==> config.mk <==
export PLATFORM = sky130hd
export DESIGN_NAME = sleep_table_tick_wakeup_top
export DESIGN_NICKNAME = d
export VERILOG_FILES = /design/src/rtl/core/stw_pkg.sv /design/src/rtl/core/sleep_table_tick_wakeup_top.sv /design/src/rtl/core/stw_ram.sv
export SDC_FILE = /design/constraint.sdc
export NUM_CORES = 2
export LEC_CHECK = 0
export BUFFER_PORTS_ARGS = -buffer_cell sky130_fd_sc_hd__buf_2
export CORE_MARGIN = 5
export CORE_UTILIZATION = 50
export CTS_BUF_LIST = sky130_fd_sc_hd__clkbuf_8
export CTS_CLUSTER_SIZE = 20
export DETAILED_ROUTE_END_ITERATION = 16
export PLACE_DENSITY = 0.75
export SYNTH_ARGS = -nofsm -noshare
export SYNTH_HDL_FRONTEND = slang
export SYNTH_SLANG_ARGS = --single-unit
==> constraint.sdc <==
create_clock -name clk_i -period 8.8 [get_ports clk_i]
set_input_delay 0.44 -clock clk_i [delete_from_list [all_inputs] [get_ports clk_i]]
set_output_delay 0.44 -clock clk_i [all_outputs]
set_load 0.005 [all_outputs]
==> src/rtl/core/stw_pkg.sv <==
`timescale 1ns / 1ps

package stw_pkg;

  localparam int SLOTS_DEF = 16;
  localparam int ID_W      = 8;
  localparam int TICK_W    = 63;
  localparam int ENTRY_W   = ID_W + TICK_W;

  localparam logic [TICK_W-1:0] WAKE_MAX = {TICK_W{1'b1}};

  localparam logic CMD_SLEEP = 1'b0;
  localparam logic CMD_TICK  = 1'b1;

  localparam logic STATUS_OK   = 1'b0;
  localparam logic STATUS_FULL = 1'b1;

endpackage

==> src/rtl/core/sleep_table_tick_wakeup_top.sv <==
`timescale 1ns / 1ps

// sleep table with next-expiry tracking
// input: an item is taken at a clock edge where start is high and busy is low.
//   cmd_i = sleep appends {thread_id_i, tick_value_i} to the table unless full,
//   cmd_i = tick wakes every entry with a wake tick at or before tick_value_i.
// output: each result is shown for exactly one cycle while out_valid_o is high;
//   the receiver cannot stall, so results are never held back.
// sleep: busy stays low, the single result appears in the next cycle, so a
//   sleep item can be taken every cycle.
// tick: the table memory is read one slot per cycle over count entries, with
//   registered read data and a closing step after the last one; kept entries
//   are written back compacted in the same pass and woken ids go to a second
//   memory. the woken ids are then read out one per cycle, so a tick holds busy
//   through the scan and the read-out; each result follows in the cycle after
//   its read, all carrying the recomputed next_wake_o.
// reset clears the entry count and sets next_wake to the maximum; the memories
//   need no clearing pass since only entries below the count are ever read.
module sleep_table_tick_wakeup_top #(
  parameter int SLOTS = stw_pkg::SLOTS_DEF
) (
  input  logic                      clk_i,
  input  logic                      rst_ni,
  input  logic                      start,
  output logic                      busy,
  input  logic                      cmd_i,
  input  logic [stw_pkg::ID_W-1:0]  thread_id_i,
  input  logic [stw_pkg::TICK_W-1:0] tick_value_i,
  output logic                      out_valid_o,
  output logic                      woken_valid_o,
  output logic [stw_pkg::ID_W-1:0]  woken_id_o,
  output logic                      last_o,
  output logic [stw_pkg::TICK_W-1:0] next_wake_o,
  output logic                      status_o
);

  localparam int IW = (SLOTS > 1) ? $clog2(SLOTS) : 1;
  localparam int CW = $clog2(SLOTS + 1);
  localparam logic [CW-1:0] SlotsC = CW'(SLOTS);

  typedef enum logic [1:0] {
    ST_IDLE,
    ST_SCAN,
    ST_EMIT
  } st_e;

  st_e                        state_q;
  logic [CW-1:0]              cnt_q;
  logic [stw_pkg::TICK_W-1:0] earliest_q;
  logic [stw_pkg::TICK_W-1:0] tick_q;
  logic [stw_pkg::TICK_W-1:0] min_q;
  logic [CW-1:0]              rd_idx_q;
  logic                       rd_vld_q;
  logic [CW-1:0]              keep_q;
  logic [CW-1:0]              nwk_q;
  logic [IW-1:0]              em_idx_q;
  logic                       out_valid_q;
  logic                       out_wvalid_q;
  logic                       out_last_q;
  logic                       out_status_q;

  logic                        accept;
  logic                        slot_re;
  logic                        slot_we;
  logic [IW-1:0]               slot_waddr;
  logic [stw_pkg::ENTRY_W-1:0] slot_wdata;
  logic [stw_pkg::ENTRY_W-1:0] slot_rdata;
  logic [stw_pkg::ID_W-1:0]    rd_thread;
  logic [stw_pkg::TICK_W-1:0]  rd_wake;
  logic                        is_due;
  logic                        wk_we;
  logic                        wk_re;
  logic [stw_pkg::ID_W-1:0]    wk_rdata;
  logic                        scan_done;
  logic                        em_last;

  assign busy   = (state_q != ST_IDLE);
  assign accept = start && !busy;

  assign rd_thread = slot_rdata[stw_pkg::ENTRY_W-1:stw_pkg::TICK_W];
  assign rd_wake   = slot_rdata[stw_pkg::TICK_W-1:0];
  assign is_due    = (rd_wake <= tick_q);

  always_comb begin
    slot_re    = (state_q == ST_SCAN) && (rd_idx_q < cnt_q);
    scan_done  = (state_q == ST_SCAN) && !slot_re && !rd_vld_q;
    wk_we      = rd_vld_q && is_due;
    wk_re      = (state_q == ST_EMIT);
    em_last    = ({{(CW - IW){1'b0}}, em_idx_q} == CW'(nwk_q - CW'(1)));
    if (state_q == ST_SCAN) begin
      slot_we    = rd_vld_q && !is_due;
      slot_waddr = keep_q[IW-1:0];
      slot_wdata = slot_rdata;
    end else begin
      slot_we    = accept && (cmd_i == stw_pkg::CMD_SLEEP) && (cnt_q < SlotsC);
      slot_waddr = cnt_q[IW-1:0];
      slot_wdata = {thread_id_i, tick_value_i};
    end
  end

  stw_ram #(
    .Width(stw_pkg::ENTRY_W),
    .Depth(SLOTS)
  ) u_slot_ram (
    .clk_i  (clk_i),
    .we_i   (slot_we),
    .waddr_i(slot_waddr),
    .wdata_i(slot_wdata),
    .re_i   (slot_re),
    .raddr_i(rd_idx_q[IW-1:0]),
    .rdata_o(slot_rdata)
  );

  stw_ram #(
    .Width(stw_pkg::ID_W),
    .Depth(SLOTS)
  ) u_woken_ram (
    .clk_i  (clk_i),
    .we_i   (wk_we),
    .waddr_i(nwk_q[IW-1:0]),
    .wdata_i(rd_thread),
    .re_i   (wk_re),
    .raddr_i(em_idx_q),
    .rdata_o(wk_rdata)
  );

  always_ff @(posedge clk_i or negedge rst_ni) begin
    if (!rst_ni) begin
      state_q      <= ST_IDLE;
      cnt_q        <= '0;
      earliest_q   <= stw_pkg::WAKE_MAX;
      tick_q       <= '0;
      min_q        <= stw_pkg::WAKE_MAX;
      rd_idx_q     <= '0;
      rd_vld_q     <= 1'b0;
      keep_q       <= '0;
      nwk_q        <= '0;
      em_idx_q     <= '0;
      out_valid_q  <= 1'b0;
      out_wvalid_q <= 1'b0;
      out_last_q   <= 1'b0;
      out_status_q <= stw_pkg::STATUS_OK;
    end else begin
      out_valid_q <= 1'b0;
      case (state_q)
        ST_IDLE: begin
          if (accept) begin
            if (cmd_i == stw_pkg::CMD_SLEEP) begin
              if (cnt_q < SlotsC) begin
                cnt_q        <= CW'(cnt_q + CW'(1));
                out_status_q <= stw_pkg::STATUS_OK;
                if (tick_value_i < earliest_q) begin
                  earliest_q <= tick_value_i;
                end
              end else begin
                out_status_q <= stw_pkg::STATUS_FULL;
              end
              out_valid_q  <= 1'b1;
              out_wvalid_q <= 1'b0;
              out_last_q   <= 1'b1;
            end else begin
              tick_q   <= tick_value_i;
              min_q    <= stw_pkg::WAKE_MAX;
              rd_idx_q <= '0;
              rd_vld_q <= 1'b0;
              keep_q   <= '0;
              nwk_q    <= '0;
              state_q  <= ST_SCAN;
            end
          end
        end
        ST_SCAN: begin
          rd_vld_q <= slot_re;
          if (slot_re) begin
            rd_idx_q <= CW'(rd_idx_q + CW'(1));
          end
          if (rd_vld_q) begin
            if (is_due) begin
              nwk_q <= CW'(nwk_q + CW'(1));
            end else begin
              keep_q <= CW'(keep_q + CW'(1));
              if (rd_wake < min_q) begin
                min_q <= rd_wake;
              end
            end
          end
          if (scan_done) begin
            cnt_q      <= keep_q;
            earliest_q <= min_q;
            em_idx_q   <= '0;
            if (nwk_q == '0) begin
              out_valid_q  <= 1'b1;
              out_wvalid_q <= 1'b0;
              out_last_q   <= 1'b1;
              out_status_q <= stw_pkg::STATUS_OK;
              state_q      <= ST_IDLE;
            end else begin
              state_q <= ST_EMIT;
            end
          end
        end
        ST_EMIT: begin
          em_idx_q     <= IW'(em_idx_q + IW'(1));
          out_valid_q  <= 1'b1;
          out_wvalid_q <= 1'b1;
          out_last_q   <= em_last;
          out_status_q <= stw_pkg::STATUS_OK;
          if (em_last) begin
            state_q <= ST_IDLE;
          end
        end
        default: begin
          state_q <= ST_IDLE;
        end
      endcase
    end
  end

  assign out_valid_o   = out_valid_q;
  assign woken_valid_o = out_valid_q && out_wvalid_q;
  assign woken_id_o    = woken_valid_o ? wk_rdata : '0;
  assign last_o        = out_last_q;
  assign next_wake_o   = earliest_q;
  assign status_o      = out_status_q;

  a_cnt_bound: assert property (@(posedge clk_i) disable iff (!rst_ni)
    cnt_q <= SlotsC)
    else $error("entry count above table size");

  a_scan_split: assert property (@(posedge clk_i) disable iff (!rst_ni)
    (state_q == ST_SCAN) |-> (CW'(keep_q + nwk_q) <= cnt_q))
    else $error("scan split exceeds entry count");

  a_full_reject: assert property (@(posedge clk_i) disable iff (!rst_ni)
    (out_valid_q && status_o) |-> (!woken_valid_o && last_o))
    else $error("rejected sleep result malformed");

  a_tick_enters_scan: assert property (@(posedge clk_i) disable iff (!rst_ni)
    (accept && (cmd_i == stw_pkg::CMD_TICK)) |=> (state_q == ST_SCAN))
    else $error("tick item did not start a scan");

  a_sleep_result: assert property (@(posedge clk_i) disable iff (!rst_ni)
    (accept && (cmd_i == stw_pkg::CMD_SLEEP)) |=> (out_valid_o && last_o && !busy))
    else $error("sleep item gave no result");

endmodule

==> src/rtl/core/stw_ram.sv <==
`timescale 1ns / 1ps

module stw_ram #(
  parameter int Width = stw_pkg::ENTRY_W,
  parameter int Depth = stw_pkg::SLOTS_DEF,
  localparam int AddrW = (Depth > 1) ? $clog2(Depth) : 1
) (
  input  logic             clk_i,
  input  logic             we_i,
  input  logic [AddrW-1:0] waddr_i,
  input  logic [Width-1:0] wdata_i,
  input  logic             re_i,
  input  logic [AddrW-1:0] raddr_i,
  output logic [Width-1:0] rdata_o
);

  logic [Width-1:0] mem_q [Depth];
  logic [Width-1:0] rdata_q;

  always_ff @(posedge clk_i) begin
    if (we_i) begin
      mem_q[waddr_i] <= wdata_i;
    end
  end

  always_ff @(posedge clk_i) begin
    if (re_i) begin
      rdata_q <= mem_q[raddr_i];
    end
  end

  assign rdata_o = rdata_q;

endmodule

Word-level counts from Yosys, hierarchy flattened. Memory sizes are Yosys's and may differ from the RTL's. A register that Yosys moved wholly into a read port is not among the register bits. Cells that the tools add are included.

Flip-flop bits (word level): 220. Memory bits (writable): 1264. Logic and storage cells: 139. Memories kept: 2.

Add/sub/neg operators: 6. Magnitude comparators: 5. Equality and inequality tests: 16. Mux-type cells: 65. Bitwise gates (word level): 1. Reduce and logical (&&, ||, !) cells: 30.

Memories: u_slot_ram.mem_q (words 16, width 71, read ports 1, clocked after memory_dff 1, wr ports 1, RTL line stw_ram.sv:17) `logic [Width-1:0] mem_q [Depth];`; u_woken_ram.mem_q (words 16, width 8, read ports 1, clocked after memory_dff 1, wr ports 1, RTL line stw_ram.sv:17).

Operators with widths (count): 2-to-1 mux 63 bit (10); one-hot mux 63 bit (2 select lines) (2); < comparator 63 bit (2); 2-to-1 mux 71 bit (1); less-or-equal comparator 63 bit (1); 2-to-1 mux 5 bit (11); one-hot mux 5 bit (2 select lines) (4); 2-to-1 mux 1 bit (22); != test 2 bit, second input constant (11); adder 5 x 1 -> 5 bit, second input constant (4); AND reduction 5 bit (4); one-hot mux 1 bit (3 select lines) (4); AND reduction 6 bit (2); 2-to-1 mux 2 bit (5); logical AND 1 bit (9); 2-to-1 mux 4 bit (2); 2-to-1 mux 8 bit (1); one-hot mux 4 bit (2 select lines) (1); AND reduction 4 bit (2); one-hot mux 2 bit (3 select lines) (1); AND reduction 3 bit (2); nonzero test 2 bit (3); == test 4 x 5 -> 1 bit (1); logical NOT 5 bit (1); 13 further kinds (17).

Depth between registers and ports, before layout.
Depth after elaboration: 8. Mapped depth: 12. Depth with buffers taken out: 10.

Modules after synthesis. Synthesis repeated with hierarchy kept, for this count alone.

Cell total of the unflattened synthesis: 3867. Area, all modules: 65251.3 µm².

Modules (own cells, without submodules): stw_ram at u_slot_ram (times used 1, cells an instance 1826, area an instance 44622.8 µm², sequential area each 36244.8 µm²); sleep_table_tick_wakeup_top (times used 1, cells an instance 1812, area an instance 15401.0 µm², sequential area each 5662.9 µm²); stw_ram at u_woken_ram (times used 1, cells an instance 229, area an instance 5227.5 µm², sequential area each 4083.9 µm²).

Worst setup path after synthesis. Ideal clock, no wire load.

Kind: flip-flop to flip-flop. Start point: register u_slot_ram.rdata_q[61], in the netlist u_slot_ram.rdata_o[61] (read register of u_slot_ram.mem_q). End point: memory u_slot_ram.mem_q[12][0] in the netlist's numbering, enable pin. Setup time: 0.588 ns. Data arrival time: 7.140 ns. Slack: 1.072 ns. Cell stages (with the launch flop): 12. Clock period less this slack: 7.728 ns. Cells stage by stage: edfxtp_1 ha_1 nand4_4 nor4_4 and4_1 o41a_2 nor3_1 a21oi_2 buf_2 a21oi_1 buf_2 nor3_1.

Cells in the longest elaborated chain, start to end: 6.

Ends and longest elaborated chain: start: declaration (RTL line stw_ram.sv:18) `logic [Width-1:0] rdata_q;`; less-or-equal comparator 63 bit (RTL line sleep_table_tick_wakeup_top.sv:82) `assign is_due = (rd_wake <= tick_q);`; logical NOT 1 bit (RTL line sleep_table_tick_wakeup_top.sv:91) `slot_we = rd_vld_q && !is_due;`; logical AND 1 bit (RTL line sleep_table_tick_wakeup_top.sv:91); 2-to-1 mux 1 bit (RTL line sleep_table_tick_wakeup_top.sv:90) `if (state_q == ST_SCAN) begin`; 2-to-1 mux 1 bit (RTL line stw_ram.sv:21) `if (we_i) begin`; 2-to-1 mux 1 bit (not written as such) (RTL line stw_ram.sv:22) `mem_q[waddr_i] <= wdata_i;`; end: declaration (RTL line stw_ram.sv:17).

No other way between the ends.

Final worst setup path.
Start point: register u_slot_ram.rdata_q[46], in the netlist u_slot_ram.rdata_o[46] (read register of u_slot_ram.mem_q). End point: memory u_slot_ram.mem_q[11][25] in the netlist's numbering, enable pin.

Same word-level chain as after synthesis.

==> results.toml <==
[synthesis]
async_flop_share_pct = 14.1
yosysWarnings = 0
synth.avg_cell_area_sq_um = 17.1
ys_ff_latch = 1563
syn_inst = 4014
synth_fp_nets = 4293
ys_types = 74
synth_seq_area_share_pct = 67.1
synth_edf_count = 1343
ys.flop_type = "edfxtp_1"
synth_area_sq_mm = 0.0685

[place]
portBuffers = 150
routabilityCongestion = 0.825
placed_cells = 5775
dp_hpwl_microns = 108000
dpl_worst_slack_ps = 3030

[setup_path]
critical_path_buf_inv_count = 1
end_kind = "register"
r2r_slack_ps = 2860
critPathMaxStageDelay_ps = 1080
critPathMaxFanout = 39
rr_endpoint = "u_slot_ram.mem_q[11][25]$_DFFE_PP_"
cp_cell_sequence = "ha_1 > nand4_1 > nor4_1 > and4_1 > o41a_2 > nor3_1 > a21oi_2 > a41oi_1 > nor2_4 > buf_4"
crit_family = "simple AND/OR/NAND/NOR gates"
cpMaxStageDelayCell = "nor2_4"
cp.arrival_ps = 6490
reg2reg_from = "u_slot_ram.rdata_o[46]$_DFFE_PP_"
path_class = "reg2reg"
required_ps = 9350
r2r_cells = 10
startpoint_type = "register"

[sta]
fin_crit_ps = 5940
fmax_mhz = 168
hold_slack_ps = 122
finalCritPeriodShare_pct = 67.6
worst_slew_pin_slew_ps = 1350
grt_setup_unrepaired = "no"
fin_setup_tns_ps = 0
hold_violations = 0
drv_slew = 0
setup_viol = 0
setup_ws_ps = 2860
clock_skew_ps = 37.1
maxSlewHeadroom_pct = 8.80

[clock_network]
cts_sinks = 1563
post-cts-setup-buffers = 0
clock_latency_ps = 950
htree_levels = 4
cts_buffers = 237
cts_tree = "built"
clock-root-buffer = "clkbuf_8"
clk_path_buf_depth = 3
cts.reportedPaths.clkPinSlew_ps = 60

[layout]
finalNonFillerCells = 6289
drive_above_1_share_pct = 28.6
area_delta_synth_final_pct = 11.7
final_util_pct = 56.4
most-common-layout-cells = "edfxtp_1, mux4_2, inv_1"
fin_nets = 4578
final_common_cell = "edfxtp_1"

[power]
powerDensity_mw_per_mm2 = 337
switching_share_pct = 35.5
power_frac_seq_pct = 42.6
peakVddDrop_uv = 424
p_leak_nw = 27.2
intPower_w = 0.0166
pwr-share-clk_pct = 22.4
p_comb_share_pct = 35.0
switchingPower_w = 0.00915

[hold_path]
holdPathStages = 2
min_to = "u_slot_ram.mem_q[10][66]$_DFFE_PP_"
hp-class = "in2reg"
min_from = "thread_id_i[3]"

[routing]
drtIter0Drc = 4511
vias = 39100
drt_wl_total_microns = 172000
drc_errors = 0
final_antenna_net_count = 0
vias_per_cell = 6.22
wl_per_cell_microns = 27.3
dr.pass1.iters = 7

[grt]
grt_pass1_wl_microns = 256000
antenna_found_initial = 4
grt_pass1_vias = 38800
overflow = 0
track_usage_pct = 23.6
grt_max_degree = 127

[die]
core-area_sq_mm = 0.136
rows = 135
floorplan.die_area_sq_mm = 0.144
die_w_microns = 380
io_pins = 151
die_h_microns = 380
start_util_pct = 50.4

[status]
status = "completed"

[run]
cap_violations = 0
[power by group through the flow]
stage	sequential [W]	clock (W)	combinational [W]
finish	0.0110	0.00578	0.00904
global route	0.0111	0.00622	0.00982
CTS	0.0110	0.00588	0.00904
detailed placement	0.0111	0	0.00895
global placement	0.0110	0	0.00874
floorplan	0.0107	0	0.00637
[kinds of logic (layout without fill, tap and decap cells)]
group                    count (synthesis)  in the layout  share of synthesized area, %
other                                    0              2                             0
buffers and inverters                  502            994                          2.88
multiplexers                           610            610                          16.0
AND/OR/NAND/NOR                        611            611                          4.47
flip-flops                            1563           1563                          67.1
adder cells (fa/ha/maj)                204            204                          3.73
XOR/XNOR                                 8              8                         0.102
AO/OA/AOI/OAI                          516            516                          5.72
[sequential cells by signal, summed over array words and instances, names as in the netlist]
signal	count
cnt_q	5
tick_q	63
u_slot_ram.mem_q	1136
keep_q	5
u_woken_ram.rdata_o	8
state_q	2
out_wvalid_q	1
u_woken_ram.mem_q	128
u_slot_ram.rdata_o	71
rd_idx_q	5
last_o	1
out_valid_o	1
em_idx_q	4
status_o	1
min_q	63
next_wake_o	63
rd_vld_q	1
nwk_q	5
[synth_stat cells, types with 44 or more instances]
cell	number	area, sq um
a21oi_1	84	420
nor4_1	72	450
o211ai_1	67	503
mux2_2	143	1610
nor2_1	113	424
ha_1	204	2550
o21ai_0	114	571
edfxtp_1	1343	40300
dfstp_2	126	3310
dfrtp_1	94	2350
a21o_1	44	330
mux2i_1	96	961
mux4_2	371	8360
inv_1	265	995
o311a_1	63	631
nand3_1	163	816
a22oi_2	60	751
clkbuf_1	174	653
nand2_1	130	488
[how the worst max path moves through the flow]
| stage | endpoint | from | cells past startpoint |
|---|---|---|---|
| after floorplan | u_slot_ram.mem_q[12][0]$_DFFE_PP_ | u_slot_ram.rdata_o[61]$_DFFE_PP_ | 11 |
| final | u_slot_ram.mem_q[11][25]$_DFFE_PP_ | u_slot_ram.rdata_o[46]$_DFFE_PP_ | 10 |
| after CTS | u_slot_ram.mem_q[11][25]$_DFFE_PP_ | u_slot_ram.rdata_o[46]$_DFFE_PP_ | 10 |
| after detailed placement | u_slot_ram.mem_q[11][27]$_DFFE_PP_ | u_slot_ram.rdata_o[46]$_DFFE_PP_ | 10 |
| after global routing | u_slot_ram.mem_q[11][25]$_DFFE_PP_ | u_slot_ram.rdata_o[46]$_DFFE_PP_ | 10 |
| after global placement | u_slot_ram.mem_q[11][28]$_DFFE_PP_ | u_slot_ram.rdata_o[46]$_DFFE_PP_ | 10 |
[worst reg2reg max path: stages (launching register included)]
cell and delay (ps):
edfxtp_1 430, ha_1 340, nand4_1 230, nor4_1 970
and4_1 450, o41a_2 240, nor3_1 60, a21oi_2 500
a41oi_1 510, nor2_4 1080, buf_4 710
[layer usage]
metal | global-route usage [%] | vias up | share of wire (%)
li1 | - | 16700 | -
met1 | 34.5 | 20200 | 42
met2 | 36.1 | 2008 | 46
met3 | 5.55 | 218 | 9.7
met4 | 6.13 | 4 | 2.1
met5 | 0 | - | 0.016
[layout make-up]
type | instances | area (sq um)
inverter | 265 | 995
timing repair buffer | 283 | 1960
tap | 1781 | 2230
fill | 10200 | 59300
sequential | 1563 | 46000
antenna | 2 | 5.00
clock inverter | 197 | 1160
multi-input combinational | 1949 | 20700
clock buffer | 249 | 3430
[stage by stage]
| step | power [W] | instance area [sq um] |
|---|---|---|
| 2_1_floorplan | 0.0171 | 68500 |
| 3_3_place_gp | 0.0198 | 71300 |
| 4_1_cts | 0.0259 | 76500 |
| 3_5_place_dp | 0.0201 | 71300 |
| 5_1_grt | 0.0272 | 76500 |
| 6_report | 0.0258 | 76500 |
[repair_timing]
action	in CTS	in global routing
gates resized for setup	0	0
hold endpoints to repair	211	0
hold buffers	66	0
Power figures use the tool's default switching activity.
